## config.mk

```make
export PLATFORM = sky130hd
export DESIGN_NAME = differential_drive_pid_controller
export DESIGN_NICKNAME = d
export VERILOG_FILES = /design/src/rtl/core/ddpc_pkg.sv /design/src/rtl/core/ddpc_mac.sv /design/src/rtl/core/ddpc_ctrl.sv /design/src/rtl/core/differential_drive_pid_controller.sv
export SDC_FILE = /design/constraint.sdc
export NUM_CORES = 2
export LEC_CHECK = 0
export BUFFER_PORTS_ARGS = -buffer_cell sky130_fd_sc_hd__buf_2
export CAP_MARGIN = 10
export CORE_MARGIN = 1
export CORE_UTILIZATION = 60
export CTS_BUF_LIST = sky130_fd_sc_hd__clkbuf_8
export DETAILED_ROUTE_END_ITERATION = 8
export GPL_TIMING_DRIVEN = 0
export PLACE_DENSITY = 0.74
export SLEW_MARGIN = 25
export SYNTH_ARGS = -nofsm -noshare
export SYNTH_HDL_FRONTEND = slang
export SYNTH_SLANG_ARGS = --single-unit
```

## constraint.sdc

```tcl
create_clock -name clk -period 12.7 [get_ports clk]
set_clock_uncertainty 0.15 [all_clocks]
set_input_delay 1.27 -clock clk [delete_from_list [all_inputs] [get_ports clk]]
set_output_delay 1.27 -clock clk [all_outputs]
set_load 0.02 [all_outputs]
```

## src/rtl/core/ddpc_pkg.sv

```systemverilog
// Shared types and constants of the differential-drive PID controller.
// Used by ddpc_mac, ddpc_ctrl and differential_drive_pid_controller; no dependencies.
package ddpc_pkg;

    localparam int GAIN_W   = 16;
    localparam int MA_W     = 17;
    localparam int MB_W     = 32;
    localparam int PROD_W   = MA_W + MB_W;
    localparam int ACC_W    = 50;
    localparam int SUM_W    = 32;
    localparam int PREV_W   = 24;
    localparam int BIAS_W   = PREV_W + 1;
    localparam int SERR_W   = 17;
    localparam int SPD_W    = 24;
    localparam int DUTY_W   = 14;
    localparam int LIMIT_W  = 16;
    localparam int CFG_IDX_W = 3;

    localparam logic [LIMIT_W-1:0] DUTY_LIMIT  = 16'd8399;
    localparam logic [GAIN_W-1:0]  SCALE_RESET = 16'd256;

    typedef enum logic [CFG_IDX_W-1:0] {
        CFG_STEER_KP,
        CFG_STEER_KI,
        CFG_STEER_KD,
        CFG_WHEEL_KP,
        CFG_WHEEL_KI,
        CFG_WHEEL_KD,
        CFG_HEADING_TARGET,
        CFG_SPEED_SCALE
    } cfg_idx_t;

    typedef enum logic [4:0] {
        ST_IDLE,
        ST_SPL,
        ST_SPR,
        ST_SKP,
        ST_SKI,
        ST_SKD,
        ST_SACC,
        ST_CORR,
        ST_ERR,
        ST_WUPD,
        ST_WLP,
        ST_WLI,
        ST_WLD,
        ST_WRP,
        ST_WRI,
        ST_WRD,
        ST_WRACC,
        ST_DONE
    } state_t;

    typedef enum logic [1:0] {
        ACC_HOLD,
        ACC_LOAD,
        ACC_ADD
    } acc_op_t;

    typedef enum logic [2:0] {
        A_SCALE,
        A_SKP,
        A_SKI,
        A_SKD,
        A_WKP,
        A_WKI,
        A_WKD
    } a_sel_t;

    typedef enum logic [3:0] {
        B_DL,
        B_DR,
        B_E,
        B_SUM0,
        B_BIAS0,
        B_EL,
        B_SUM1,
        B_BIAS1,
        B_ER,
        B_SUM2,
        B_BIAS2
    } b_sel_t;

    typedef struct packed {
        a_sel_t  a_sel;
        b_sel_t  b_sel;
        acc_op_t acc_op;
        logic    lat_in;
        logic    upd_steer;
        logic    cap_spl;
        logic    cap_spr;
        logic    cap_corr;
        logic    cap_err;
        logic    upd_wheel;
        logic    cap_left;
        logic    load_out;
    } ctrl_t;

endpackage

```

## src/rtl/core/ddpc_mac.sv

```systemverilog
// Shared 17x32 signed multiplier with registered product and a wide accumulator.
// Depends on ddpc_pkg.
module ddpc_mac (
    input  logic                               clk,
    input  ddpc_pkg::acc_op_t                  acc_op,
    input  logic signed [ddpc_pkg::MA_W-1:0]   mul_a,
    input  logic signed [ddpc_pkg::MB_W-1:0]   mul_b,
    output logic signed [ddpc_pkg::PROD_W-1:0] prod,
    output logic signed [ddpc_pkg::ACC_W-1:0]  acc
);
    import ddpc_pkg::*;

    logic signed [PROD_W-1:0] prod_reg;
    logic signed [PROD_W-1:0] prod_next;
    logic signed [ACC_W-1:0]  acc_reg;
    logic signed [ACC_W-1:0]  acc_next;

    always_comb
    begin
        prod_next = mul_a * mul_b;
        acc_next  = acc_reg;
        case (acc_op)
            ACC_LOAD: acc_next = ACC_W'(prod_reg);
            ACC_ADD:  acc_next = acc_reg + ACC_W'(prod_reg);
            default:  acc_next = acc_reg;
        endcase
    end

    always_ff @(posedge clk)
    begin
        prod_reg <= prod_next;
        acc_reg  <= acc_next;
    end

    assign prod = prod_reg;
    assign acc  = acc_reg;

endmodule

```

## src/rtl/core/ddpc_ctrl.sv

```systemverilog
// Sequencer of the controller: steps the shared multiplier through one control tick.
// Depends on ddpc_pkg.
module ddpc_ctrl (
    input  logic            clk,
    input  logic            rst_n,
    input  logic            s_tvalid,
    input  logic            out_free,
    output logic            s_tready,
    output ddpc_pkg::ctrl_t ctrl
);
    import ddpc_pkg::*;

    state_t state_reg;
    state_t state_next;

    always_ff @(posedge clk or negedge rst_n)
    begin
        if (!rst_n)
        begin
            state_reg <= ST_IDLE;
        end
        else
        begin
            state_reg <= state_next;
        end
    end

    always_comb
    begin
        case (state_reg)
            ST_IDLE:  state_next = s_tvalid ? ST_SPL : ST_IDLE;
            ST_SPL:   state_next = ST_SPR;
            ST_SPR:   state_next = ST_SKP;
            ST_SKP:   state_next = ST_SKI;
            ST_SKI:   state_next = ST_SKD;
            ST_SKD:   state_next = ST_SACC;
            ST_SACC:  state_next = ST_CORR;
            ST_CORR:  state_next = ST_ERR;
            ST_ERR:   state_next = ST_WUPD;
            ST_WUPD:  state_next = ST_WLP;
            ST_WLP:   state_next = ST_WLI;
            ST_WLI:   state_next = ST_WLD;
            ST_WLD:   state_next = ST_WRP;
            ST_WRP:   state_next = ST_WRI;
            ST_WRI:   state_next = ST_WRD;
            ST_WRD:   state_next = ST_WRACC;
            ST_WRACC: state_next = ST_DONE;
            ST_DONE:  state_next = out_free ? ST_IDLE : ST_DONE;
            default:  state_next = ST_IDLE;
        endcase
    end

    always_comb
    begin
        ctrl       = '0;
        ctrl.a_sel = A_SCALE;
        ctrl.b_sel = B_DL;
        ctrl.acc_op = ACC_HOLD;
        s_tready   = 1'b0;
        case (state_reg)
            ST_IDLE:
            begin
                s_tready    = 1'b1;
                ctrl.lat_in = s_tvalid;
            end
            ST_SPL:
            begin
                ctrl.upd_steer = 1'b1;
            end
            ST_SPR:
            begin
                ctrl.b_sel   = B_DR;
                ctrl.cap_spl = 1'b1;
            end
            ST_SKP:
            begin
                ctrl.a_sel   = A_SKP;
                ctrl.b_sel   = B_E;
                ctrl.cap_spr = 1'b1;
            end
            ST_SKI:
            begin
                ctrl.a_sel  = A_SKI;
                ctrl.b_sel  = B_SUM0;
                ctrl.acc_op = ACC_LOAD;
            end
            ST_SKD:
            begin
                ctrl.a_sel  = A_SKD;
                ctrl.b_sel  = B_BIAS0;
                ctrl.acc_op = ACC_ADD;
            end
            ST_SACC:
            begin
                ctrl.acc_op = ACC_ADD;
            end
            ST_CORR:
            begin
                ctrl.cap_corr = 1'b1;
            end
            ST_ERR:
            begin
                ctrl.cap_err = 1'b1;
            end
            ST_WUPD:
            begin
                ctrl.upd_wheel = 1'b1;
            end
            ST_WLP:
            begin
                ctrl.a_sel = A_WKP;
                ctrl.b_sel = B_EL;
            end
            ST_WLI:
            begin
                ctrl.a_sel  = A_WKI;
                ctrl.b_sel  = B_SUM1;
                ctrl.acc_op = ACC_LOAD;
            end
            ST_WLD:
            begin
                ctrl.a_sel  = A_WKD;
                ctrl.b_sel  = B_BIAS1;
                ctrl.acc_op = ACC_ADD;
            end
            ST_WRP:
            begin
                ctrl.a_sel  = A_WKP;
                ctrl.b_sel  = B_ER;
                ctrl.acc_op = ACC_ADD;
            end
            ST_WRI:
            begin
                ctrl.a_sel    = A_WKI;
                ctrl.b_sel    = B_SUM2;
                ctrl.acc_op   = ACC_LOAD;
                ctrl.cap_left = 1'b1;
            end
            ST_WRD:
            begin
                ctrl.a_sel  = A_WKD;
                ctrl.b_sel  = B_BIAS2;
                ctrl.acc_op = ACC_ADD;
            end
            ST_WRACC:
            begin
                ctrl.acc_op = ACC_ADD;
            end
            ST_DONE:
            begin
                ctrl.load_out = out_free;
            end
            default:
            begin
                ctrl.acc_op = ACC_HOLD;
            end
        endcase
    end

endmodule

```

## src/rtl/core/differential_drive_pid_controller.sv

```systemverilog
// Differential-drive cascaded PID controller: steering PID feeding two wheel PIDs.
// Depends on ddpc_pkg, ddpc_mac and ddpc_ctrl.
//
// One control tick per input item. After an item is accepted s_tready stays low until the
// result has been loaded into the output register, so a new item is not taken before the
// last one is finished. The length of a tick is set by the eleven multiplications
// of a tick (two speed scalings, three steering terms, three terms per wheel) that all pass
// through the one 17x32 multiplier with its registered product, and by the wheel errors
// waiting on the finished steering correction. A finished result waits in the output
// register while the next item is accepted and computed.
module differential_drive_pid_controller #(
    parameter logic [ddpc_pkg::LIMIT_W-1:0] DUTY_LIMIT = ddpc_pkg::DUTY_LIMIT
) (
    input  logic        clk,
    input  logic        rst_n,
    input  logic        s_tvalid,
    output logic        s_tready,
    // left_count[15:0], right_count[31:16], heading_measure[47:32],
    // base_left_speed[62:48], base_right_speed[77:63], force_turn[78], zero pad[79]
    input  logic [79:0] s_tdata,
    output logic        m_tvalid,
    input  logic        m_tready,
    // left_duty[13:0], left_dir_level[14], right_duty[28:15], right_dir_level[29],
    // steer_correction[45:30], zero pad[47:46]
    output logic [47:0] m_tdata,
    input  logic        cfg_we,
    input  logic [ddpc_pkg::CFG_IDX_W-1:0] cfg_index,
    input  logic [ddpc_pkg::GAIN_W-1:0]    cfg_data
);
    import ddpc_pkg::*;

    localparam int CORR_SRC_W = ACC_W - 16;
    localparam int WERR_W     = SPD_W + 2;
    localparam int MAG_W      = ACC_W - 8;

    ctrl_t ctrl;
    logic  out_free;

    logic signed [GAIN_W-1:0] steer_kp_reg;
    logic signed [GAIN_W-1:0] steer_ki_reg;
    logic signed [GAIN_W-1:0] steer_kd_reg;
    logic signed [GAIN_W-1:0] wheel_kp_reg;
    logic signed [GAIN_W-1:0] wheel_ki_reg;
    logic signed [GAIN_W-1:0] wheel_kd_reg;
    logic signed [GAIN_W-1:0] heading_target_reg;
    logic [GAIN_W-1:0]        speed_scale_reg;

    logic [15:0]              last_left_reg;
    logic [15:0]              last_right_reg;
    logic signed [SUM_W-1:0]  sum_reg [3];
    logic signed [PREV_W-1:0] prev_reg [3];

    logic signed [15:0]       dl_reg;
    logic signed [15:0]       dr_reg;
    logic signed [SERR_W-1:0] e_reg;
    logic signed [14:0]       bl_reg;
    logic signed [14:0]       br_reg;
    logic                     force_reg;
    logic signed [BIAS_W-1:0] bias_reg [3];
    logic signed [SPD_W-1:0]  spl_reg;
    logic signed [SPD_W-1:0]  spr_reg;
    logic signed [15:0]       corr_reg;
    logic signed [PREV_W-1:0] el_reg;
    logic signed [PREV_W-1:0] er_reg;
    logic [DUTY_W-1:0]        left_duty_reg;
    logic                     left_dir_reg;

    logic                     out_valid_reg;
    logic [DUTY_W-1:0]        out_left_duty_reg;
    logic                     out_left_dir_reg;
    logic [DUTY_W-1:0]        out_right_duty_reg;
    logic                     out_right_dir_reg;
    logic signed [15:0]       out_corr_reg;

    logic [15:0]              in_left_count;
    logic [15:0]              in_right_count;
    logic signed [15:0]       in_heading;
    logic signed [14:0]       in_base_left;
    logic signed [14:0]       in_base_right;
    logic                     in_force;

    logic signed [MA_W-1:0]   mul_a;
    logic signed [MB_W-1:0]   mul_b;
    logic signed [PROD_W-1:0] prod;
    logic signed [ACC_W-1:0]  acc;

    logic                     drv_neg;
    logic [ACC_W-1:0]         drv_abs;
    logic [MAG_W-1:0]         drv_mag;
    logic [DUTY_W-1:0]        drv_duty;

    logic signed [SUM_W-1:0]  sum_upd [3];
    logic signed [15:0]       corr_sat;
    logic signed [PREV_W-1:0] el_sat;
    logic signed [PREV_W-1:0] er_sat;

    function automatic logic signed [SUM_W-1:0] sat_sum(input logic signed [SUM_W:0] v);
        logic signed [SUM_W-1:0] r;
        begin
            if (v[SUM_W] != v[SUM_W-1])
            begin
                r = v[SUM_W] ? {1'b1, {(SUM_W-1){1'b0}}} : {1'b0, {(SUM_W-1){1'b1}}};
            end
            else
            begin
                r = v[SUM_W-1:0];
            end
            return r;
        end
    endfunction

    function automatic logic signed [PREV_W-1:0] sat_err(input logic signed [WERR_W-1:0] v);
        logic signed [PREV_W-1:0] r;
        begin
            if (v > WERR_W'(signed'({1'b0, {(PREV_W-1){1'b1}}})))
            begin
                r = {1'b0, {(PREV_W-1){1'b1}}};
            end
            else if (v < -WERR_W'(signed'({1'b0, {(PREV_W-1){1'b1}}})) - WERR_W'(1))
            begin
                r = {1'b1, {(PREV_W-1){1'b0}}};
            end
            else
            begin
                r = v[PREV_W-1:0];
            end
            return r;
        end
    endfunction

    ddpc_ctrl u_ctrl (
        .clk      (clk),
        .rst_n    (rst_n),
        .s_tvalid (s_tvalid),
        .out_free (out_free),
        .s_tready (s_tready),
        .ctrl     (ctrl)
    );

    ddpc_mac u_mac (
        .clk    (clk),
        .acc_op (ctrl.acc_op),
        .mul_a  (mul_a),
        .mul_b  (mul_b),
        .prod   (prod),
        .acc    (acc)
    );

    assign in_left_count  = s_tdata[15:0];
    assign in_right_count = s_tdata[31:16];
    assign in_heading     = s_tdata[47:32];
    assign in_base_left   = s_tdata[62:48];
    assign in_base_right  = s_tdata[77:63];
    assign in_force       = s_tdata[78];

    assign out_free = !out_valid_reg || m_tready;

    always_comb
    begin
        case (ctrl.a_sel)
            A_SCALE: mul_a = MA_W'(speed_scale_reg);
            A_SKP:   mul_a = MA_W'(steer_kp_reg);
            A_SKI:   mul_a = MA_W'(steer_ki_reg);
            A_SKD:   mul_a = MA_W'(steer_kd_reg);
            A_WKP:   mul_a = MA_W'(wheel_kp_reg);
            A_WKI:   mul_a = MA_W'(wheel_ki_reg);
            A_WKD:   mul_a = MA_W'(wheel_kd_reg);
            default: mul_a = '0;
        endcase
        case (ctrl.b_sel)
            B_DL:    mul_b = MB_W'(dl_reg);
            B_DR:    mul_b = MB_W'(dr_reg);
            B_E:     mul_b = MB_W'(e_reg);
            B_SUM0:  mul_b = sum_reg[0];
            B_BIAS0: mul_b = MB_W'(bias_reg[0]);
            B_EL:    mul_b = MB_W'(el_reg);
            B_SUM1:  mul_b = sum_reg[1];
            B_BIAS1: mul_b = MB_W'(bias_reg[1]);
            B_ER:    mul_b = MB_W'(er_reg);
            B_SUM2:  mul_b = sum_reg[2];
            B_BIAS2: mul_b = MB_W'(bias_reg[2]);
            default: mul_b = '0;
        endcase
    end

    always_comb
    begin
        sum_upd[0] = sat_sum((SUM_W+1)'(sum_reg[0]) + (SUM_W+1)'(e_reg));
        sum_upd[1] = sat_sum((SUM_W+1)'(sum_reg[1]) + (SUM_W+1)'(el_reg));
        sum_upd[2] = sat_sum((SUM_W+1)'(sum_reg[2]) + (SUM_W+1)'(er_reg));
    end

    always_comb
    begin
        if (force_reg)
        begin
            corr_sat = '0;
        end
        else if ($signed(acc[ACC_W-1:16]) > CORR_SRC_W'(signed'(16'sh7FFF)))
        begin
            corr_sat = 16'sh7FFF;
        end
        else if ($signed(acc[ACC_W-1:16]) < CORR_SRC_W'(signed'(16'sh8000)))
        begin
            corr_sat = 16'sh8000;
        end
        else
        begin
            corr_sat = acc[31:16];
        end
        el_sat = sat_err(WERR_W'(bl_reg) - WERR_W'(corr_reg) - WERR_W'(spl_reg));
        er_sat = sat_err(WERR_W'(br_reg) + WERR_W'(corr_reg) - WERR_W'(spr_reg));
    end

    // Split the finished drive into magnitude and sign, clamped to DUTY_LIMIT; the fraction is truncated.
    always_comb
    begin
        drv_neg = acc[ACC_W-1];
        drv_abs = drv_neg ? ACC_W'(-acc) : ACC_W'(acc);
        drv_mag = drv_abs[ACC_W-1:8];
        if (drv_mag > MAG_W'(DUTY_LIMIT))
        begin
            drv_duty = DUTY_LIMIT[DUTY_W-1:0];
        end
        else
        begin
            drv_duty = drv_mag[DUTY_W-1:0];
        end
    end

    always_ff @(posedge clk or negedge rst_n)
    begin
        if (!rst_n)
        begin
            steer_kp_reg       <= '0;
            steer_ki_reg       <= '0;
            steer_kd_reg       <= '0;
            wheel_kp_reg       <= '0;
            wheel_ki_reg       <= '0;
            wheel_kd_reg       <= '0;
            heading_target_reg <= '0;
            speed_scale_reg    <= SCALE_RESET;
        end
        else if (cfg_we)
        begin
            case (cfg_index)
                CFG_STEER_KP:       steer_kp_reg       <= cfg_data;
                CFG_STEER_KI:       steer_ki_reg       <= cfg_data;
                CFG_STEER_KD:       steer_kd_reg       <= cfg_data;
                CFG_WHEEL_KP:       wheel_kp_reg       <= cfg_data;
                CFG_WHEEL_KI:       wheel_ki_reg       <= cfg_data;
                CFG_WHEEL_KD:       wheel_kd_reg       <= cfg_data;
                CFG_HEADING_TARGET: heading_target_reg <= cfg_data;
                CFG_SPEED_SCALE:    speed_scale_reg    <= cfg_data;
                default:            speed_scale_reg    <= speed_scale_reg;
            endcase
        end
    end

    always_ff @(posedge clk or negedge rst_n)
    begin
        if (!rst_n)
        begin
            last_left_reg  <= '0;
            last_right_reg <= '0;
            sum_reg[0]     <= '0;
            sum_reg[1]     <= '0;
            sum_reg[2]     <= '0;
            prev_reg[0]    <= '0;
            prev_reg[1]    <= '0;
            prev_reg[2]    <= '0;
            out_valid_reg  <= 1'b0;
        end
        else
        begin
            if (ctrl.lat_in)
            begin
                last_left_reg  <= in_left_count;
                last_right_reg <= in_right_count;
            end
            if (ctrl.upd_steer)
            begin
                sum_reg[0]  <= sum_upd[0];
                prev_reg[0] <= PREV_W'(e_reg);
            end
            if (ctrl.upd_wheel)
            begin
                sum_reg[1]  <= sum_upd[1];
                sum_reg[2]  <= sum_upd[2];
                prev_reg[1] <= el_reg;
                prev_reg[2] <= er_reg;
            end
            if (ctrl.load_out)
            begin
                out_valid_reg <= 1'b1;
            end
            else if (m_tready)
            begin
                out_valid_reg <= 1'b0;
            end
        end
    end

    always_ff @(posedge clk)
    begin
        if (ctrl.lat_in)
        begin
            dl_reg    <= in_left_count - last_left_reg;
            dr_reg    <= in_right_count - last_right_reg;
            e_reg     <= SERR_W'(heading_target_reg) - SERR_W'(in_heading);
            bl_reg    <= in_base_left;
            br_reg    <= in_base_right;
            force_reg <= in_force;
        end
        if (ctrl.upd_steer)
        begin
            bias_reg[0] <= BIAS_W'(e_reg) - BIAS_W'(prev_reg[0]);
        end
        if (ctrl.upd_wheel)
        begin
            bias_reg[1] <= BIAS_W'(el_reg) - BIAS_W'(prev_reg[1]);
            bias_reg[2] <= BIAS_W'(er_reg) - BIAS_W'(prev_reg[2]);
        end
        if (ctrl.cap_spl)
        begin
            spl_reg <= prod[SPD_W+7:8];
        end
        if (ctrl.cap_spr)
        begin
            spr_reg <= prod[SPD_W+7:8];
        end
        if (ctrl.cap_corr)
        begin
            corr_reg <= corr_sat;
        end
        if (ctrl.cap_err)
        begin
            el_reg <= el_sat;
            er_reg <= er_sat;
        end
        if (ctrl.cap_left)
        begin
            left_duty_reg <= drv_duty;
            left_dir_reg  <= !drv_neg;
        end
        if (ctrl.load_out)
        begin
            out_left_duty_reg  <= left_duty_reg;
            out_left_dir_reg   <= left_dir_reg;
            out_right_duty_reg <= drv_duty;
            out_right_dir_reg  <= drv_neg;
            out_corr_reg       <= corr_reg;
        end
    end

    assign m_tvalid = out_valid_reg;
    assign m_tdata  = {2'b00, out_corr_reg, out_right_dir_reg, out_right_duty_reg,
                       out_left_dir_reg, out_left_duty_reg};

`ifndef SYNTH
    a_busy_after_accept: assert property (@(posedge clk) disable iff (!rst_n)
        (s_tvalid && s_tready) |=> !s_tready)
        else $error("input accepted while a tick is in progress");

    a_no_overwrite: assert property (@(posedge clk) disable iff (!rst_n)
        ctrl.load_out |-> (!out_valid_reg || m_tready))
        else $error("output register overwritten before it was taken");

    a_force_zero: assert property (@(posedge clk) disable iff (!rst_n)
        ctrl.cap_err |-> (!force_reg || corr_reg == 16'sd0))
        else $error("steering correction applied during forced turn");

    a_duty_limit: assert property (@(posedge clk) disable iff (!rst_n)
        m_tvalid |-> (m_tdata[DUTY_W-1:0] <= DUTY_LIMIT[DUTY_W-1:0]
                      && m_tdata[2*DUTY_W:DUTY_W+1] <= DUTY_LIMIT[DUTY_W-1:0]))
        else $error("duty above limit");

    a_valid_after_done: assert property (@(posedge clk) disable iff (!rst_n)
        ctrl.load_out |=> m_tvalid)
        else $error("result lost after load");
`endif

endmodule

```

## Yosys cells after proc, flatten, opt, wreduce, memory -nomap -nowiden

Memories as Yosys holds them, arrays and structs flattened.
Index checks and enable logic that the tools add are counted.
Widths: inputs -> output; s select.

| cells by class | value |
|---|---|
| add/subtract/negate cells | 15 |
| equal/unequal tests | 45 |
| reductions and logical operators | 24 |
| muxes and demuxes | 40 |
| bitwise logic cells | 0 |
| order comparisons | 7 |
| shift-type cells | 0 |
| multiply operators | 1 |
| divide/modulo/power cells | 0 |

Operator list:

| operator | number |
|---|---|
| $pmux 32 s11 | 1 |
| $mux 32 | 6 |
| $pmux 17 s7 | 1 |
| $pmux 50 s2 | 1 |
| $pmux 5 s18 | 1 |
| $add 32x24->33 | 2 |
| $add 50x49->50 | 1 |
| $gt 25x24->1 const B | 2 |
| $lt 25x24->1 const B | 2 |
| $mux 50 | 1 |
| $neg 50->50 | 1 |
| $sub 17x24->25 | 2 |
| $sub 24x24->25 | 2 |
| $mul 17x32->49 | 1 |
| $mux 24 | 2 |
| $gt 42x14->1 const B | 1 |
| $eq 5x4->1 const B | 8 |
| $pmux 4 s10 | 1 |
| $gt 34x16->1 const B | 1 |
| $lt 34x16->1 const B | 1 |
| $add 32x17->33 | 1 |
| $sub 16x16->16 | 2 |
| $mux 25 | 1 |
| $reduce_or 25->1 | 1 |
| 36 further kinds | 89 |

| storage, ports and cells | value |
|---|---|
| RAM bits | 75 |
| bits in latches | 0 |
| input port bits | 104 |
| memory bits (read-only) | 0 |
| bits in registers | 679 |
| memories kept | 1 |

Memories:

| memory | words | width | rd ports | clocked after Yosys merged registers in | write ports | RTL line | RTL |
|---|---|---|---|---|---|---|---|
| bias_reg | 3 | 25 | 3 | 0 | 2 | differential_drive_pid_controller.sv:59 | `logic signed [BIAS_W-1:0] bias_reg [3];` |

## Longest topological paths before layout

| depth | value |
|---|---|
| depth after elaboration | 6 |
| depth in mapped cells | 36 |

## Modules after synthesis

A second synthesis with hierarchy kept.

| unflattened totals | value |
|---|---|
| cell total of the unflattened synthesis | 6603 |
| area total of the unflattened synthesis | 64604.5 µm² |

By module, submodules not included:

| module | instances | cells an instance | sequential area each (µm²) | area an instance (µm²) |
|---|---|---|---|---|
| differential_drive_pid_controller | 1 | 3889 | 17698.2 | 39635.5 |
| ddpc_mac | 1 | 2645 | 2482.4 | 24458.5 |
| ddpc_ctrl | 1 | 69 | 125.1 | 510.5 |

## Worst setup path after synthesis

OpenSTA, ideal clock, no wires.

| timing | value |
|---|---|
| path kind | reg-to-reg |
| start | reg u_ctrl.state_reg[2] |
| end | reg u_mac.prod_reg[44], in the netlist u_mac.prod[44] |
| slack | 3.506 ns |
| path buffers | 4 |
| arrival | 8.917 ns |
| clock period less this slack | 9.194 ns |
| data required time | 12.423 ns |
| library setup time | 0.127 ns |
| stages on the path, launching flop included | 33 |
| path through | dfrtp_1 clkbuf_1 inv_1 nand3b_1 nor2_1 clkbuf_1 clkbuf_1 a22oi_1 nand4_1 clkbuf_1 nand2_1 fa_1 inv_1 fa_1 inv_1 fa_1 inv_1 fa_1 fa_1 inv_1 fa_1 inv_1 ha_1 and3_1 a221o_1 a31o_2 a211oi_1 a211oi_1 a21o_1 a41o_1 nor3b_1 o21ai_0 xor2_1 |

| on the way | value |
|---|---|
| word-level cells in the longest chain between the ends | 6 |

RTL lines:

| element | RTL line | RTL |
|---|---|---|
| from (decl) | ddpc_ctrl.sv:13 | `state_t state_reg;` |
| from (signal assigned) | ddpc_ctrl.sv:24 | `state_reg <= state_next;` |
| $eq 5x4->1 | ddpc_ctrl.sv:60 | `case (state_reg)` |
| $reduce_or 2->1 (no source line) | n/a |  |
| $pmux 3 s6 | ddpc_ctrl.sv:60 |  |
| $eq 3x3->1 (tied with other cells) | differential_drive_pid_controller.sv:160 | `case (ctrl.a_sel)` |
| $pmux 17 s7 | differential_drive_pid_controller.sv:160 |  |
| $mul 17x32->49 (*) | ddpc_mac.sv:20 | `prod_next = mul_a * mul_b;` |
| via u_mac.prod_next[44] | ddpc_mac.sv:14 | `logic signed [PROD_W-1:0] prod_next;` |
| to (signal assigned) | ddpc_mac.sv:31 | `prod_reg <= prod_next;` |
| to (decl) | ddpc_mac.sv:13 | `logic signed [PROD_W-1:0] prod_reg;` |

The timed path passes the listed nets; every way through them passes the cells marked *.
A chain may end at the register's enable or synchronous reset.

## Final worst setup path

Ends and elaborated chain as after synthesis.

==> metrics.md <==
| Metric | Value |
|---|---|
| ANT nets after route | 0 |
| Finish-stage setup viols | 0 |
| Final hold vios | 0 |
| H-tree levels | 4 |
| Clk root buf | clkbuf_8 |
| Leading area contributor after synthesis | fa_1 |
| Synth cell count leaders | inv_1, nand2_1, nor2_1 |
| Setup CP Type | register to register |
| Top cells by area, synth | fa_1, edfxtp_1, dfrtp_1 |
| Post-synth EDFFs | 371 |
| Arr. time, crit path | 12700 ps |
| Synth top area share | 18.4% |
| CTS buffer count | 133 |
| Layout cells sized above 1 | 9.28% |
| First-pass GRT wire length | 304000 um |
| Slew margin rel. | 18.5% |
| RSZ-0062 raised after global routing | false |
| Worst Tran Pin Value | 1220 ps |
| Grt ovf | 0 |
| Crit path largest cell delay | 790 ps |
| Placed insts | 8076 |
| Overall Global Routing Usage | 38.4% |
| Full die area | 0.106 mm2 |
| Cell with the most instances after synthesis | inv_1 |
| Primary FF master, synth | edfxtp_1 |
| Vias/cell | 6.10 |
| Reg clk slew, reported paths | 60 ps |
| 1st-pass router iterations | 6 |
| Die X-Extent | 326 um |
| Unique masters post-synth | 83 |
| Maxcap violations | 0 |
| Routed len/inst | 24.2 um |
| Status | finished, final reports clean |
| Number of port buffers | 146 |
| Starting density of the core | 60.7% |
| I/O pin total | 154 |
| Mapped Area | 0.0631 mm2 |
| Fin nets | 7939 |
| First DRT Iteration DRCs | 5577 |
| Sequential element share of the synthesized area | 32.2% |
| Clock buffer depth | 3 |
| Hold WS | 141 ps |
| Synthesis-stage register bit count | 747 |
| Post-route clock period utilization | 95.5% |
| Drt drc | 0 |
| DP HPWL | 162000 um |
| Post-cts resize count | 0 |
| Row count | 118 |
| Crit-path slowest cell | nor3_1 |
| Asr flop ratio synth | 43.8% |
| Area of the multi-input gates | 0.0388 mm2 |
| # clock sinks | 747 |
| Critical path peak fanout | 10 |
| Drt total wl | 202000 um |
| Synthesis Warnings | 0 |
| FF/Latch Area | 0.0203 mm2 |
| Die Span Y | 326 um |
| Final min period | 12130 ps |
| Data required, critical path | 13270 ps |
| Fillers | 8399 |
| Startpoint types | register |
| Fmax | 0.0825 GHz |
| Tightest Hold Check Type | input pin to async pin |
| Largest net degree at the start of global routing | 89 |
| Area growth, synth to finish | 9.64% |
| Pins Over Slew Limit | 0 |
| Placed inst area | 0.0663 mm2 |
| CTS tree | done |
| Worst Setup End Kind | register |
| Via count | 50800 |
| Final Cell Area | 0.0692 mm2 |
| Vias in the first global route | 50200 |
| Initial antenna violation count | 14 |
| Non-Filler Instances | 8331 |
| Clk Latency, worst-skew pair | 880 ps |
| Max reg flops | 96 |
| Post CTS Setup Buffer Count | 0 |
| Synthesized instance count | 6506 |
| Placeable Area | 0.104 mm2 |
| Avg Cell Area, Syn | 9.70 um2 |
| Hold_buf cts | 0 |
| CP dominant cell by count | fa_1 |
| RD Place Congestion | 1.06 |
==> stage by stage <==
stage,TNS [ps],setup WS [ps],util (%)
final,0,574,66.5
after global routing,0,349,66.5
after CTS,0,827,66.5
after detailed placement,0,897,63.8
after global placement,-72.2,-49.7,63.1
after floorplan,0,3510,-
==> layer usage <==
| metal | up-vias | track usage [%] | wire, um | share of wire, % |
|---|---|---|---|---|
| li1 | 22700 | - | - | - |
| met1 | 25200 | 54.2 | 83800 | 42 |
| met2 | 2512 | 55.4 | 85500 | 42 |
| met3 | 481 | 10.7 | 22900 | 11 |
| met4 | 8 | 16.8 | 9450 | 4.7 |
| met5 | - | 0 | 55 | 0.027 |
==> area by class of cell <==
type / count / share of cell area, %
buffer: 234 / 1.33
clock inverter: 93 / 1.01
inverter: 886 / 4.81
tap: 1380 / 2.50
clock buffer: 152 / 3.03
sequential: 747 / 29.4
antenna: 8 / 0.0289
multi-input combinational: 4640 / 56.1
timing repair buffer: 191 / 1.88
==> cell usage in the layout (no fill, tap or decap), types with 76 or more instances in the layout <==
master    netlist  routed
a21o_1        128     128
a21oi_1       270     266
buf_2           3     161
clkbuf_1      217     211
clkbuf_8        0     152
dfrtp_1       326     326
edfxtp_1      371     371
fa_1          579     579
ha_1          423     423
inv_1         885     930
maj3_1         76      76
mux2_2        173     173
nand2_1       700     700
nor2_1        582     579
nor3_1         93      79
o21ai_0       381     381
xnor2_1       195     194
xor2_1        100     100
==> path summary, 6_finish.rpt <==
path,slack (ps),endpoint,depth (start not counted),startpoint
max,570,u_mac.prod[44],32,u_ctrl.state_reg[2]
min,140,sum_reg[75],1,rst_n
max reg2reg,570,u_mac.prod[44],32,u_ctrl.state_reg[2]
min reg2reg,270,out_left_dir_reg,0,left_dir_reg
max in group asynchronous,11060,wheel_kp_reg[11],3,rst_n
min in group clk,270,out_left_dir_reg,0,left_dir_reg
==> logic make-up after synthesis <==
kind of cell    Yosys count  synth area share, %
compound gates         1304                 13.4
xor+xnor                295                 4.10
fa+ha+maj              1078                 28.0
buf+inv                1120                 6.70
flops                   747                 32.2
mux                     179                 3.18
other cells               1              0.00595
simple gates           1782                 12.5
==> critical path: cells and delay by family (launching register included) <==
family	cells	cell delay, ps
adders and majority gates	7	3230
DFF	1	330
xor gates and xnor gates	1	170
and+or+nand+nor	6	2490
buffers and inverters	10	3430
AOI/OAI and AO/OA	8	2150
Power is not shown: default switching activity piles up to over one toggle a cycle in this logic, so the estimate is an artifact.
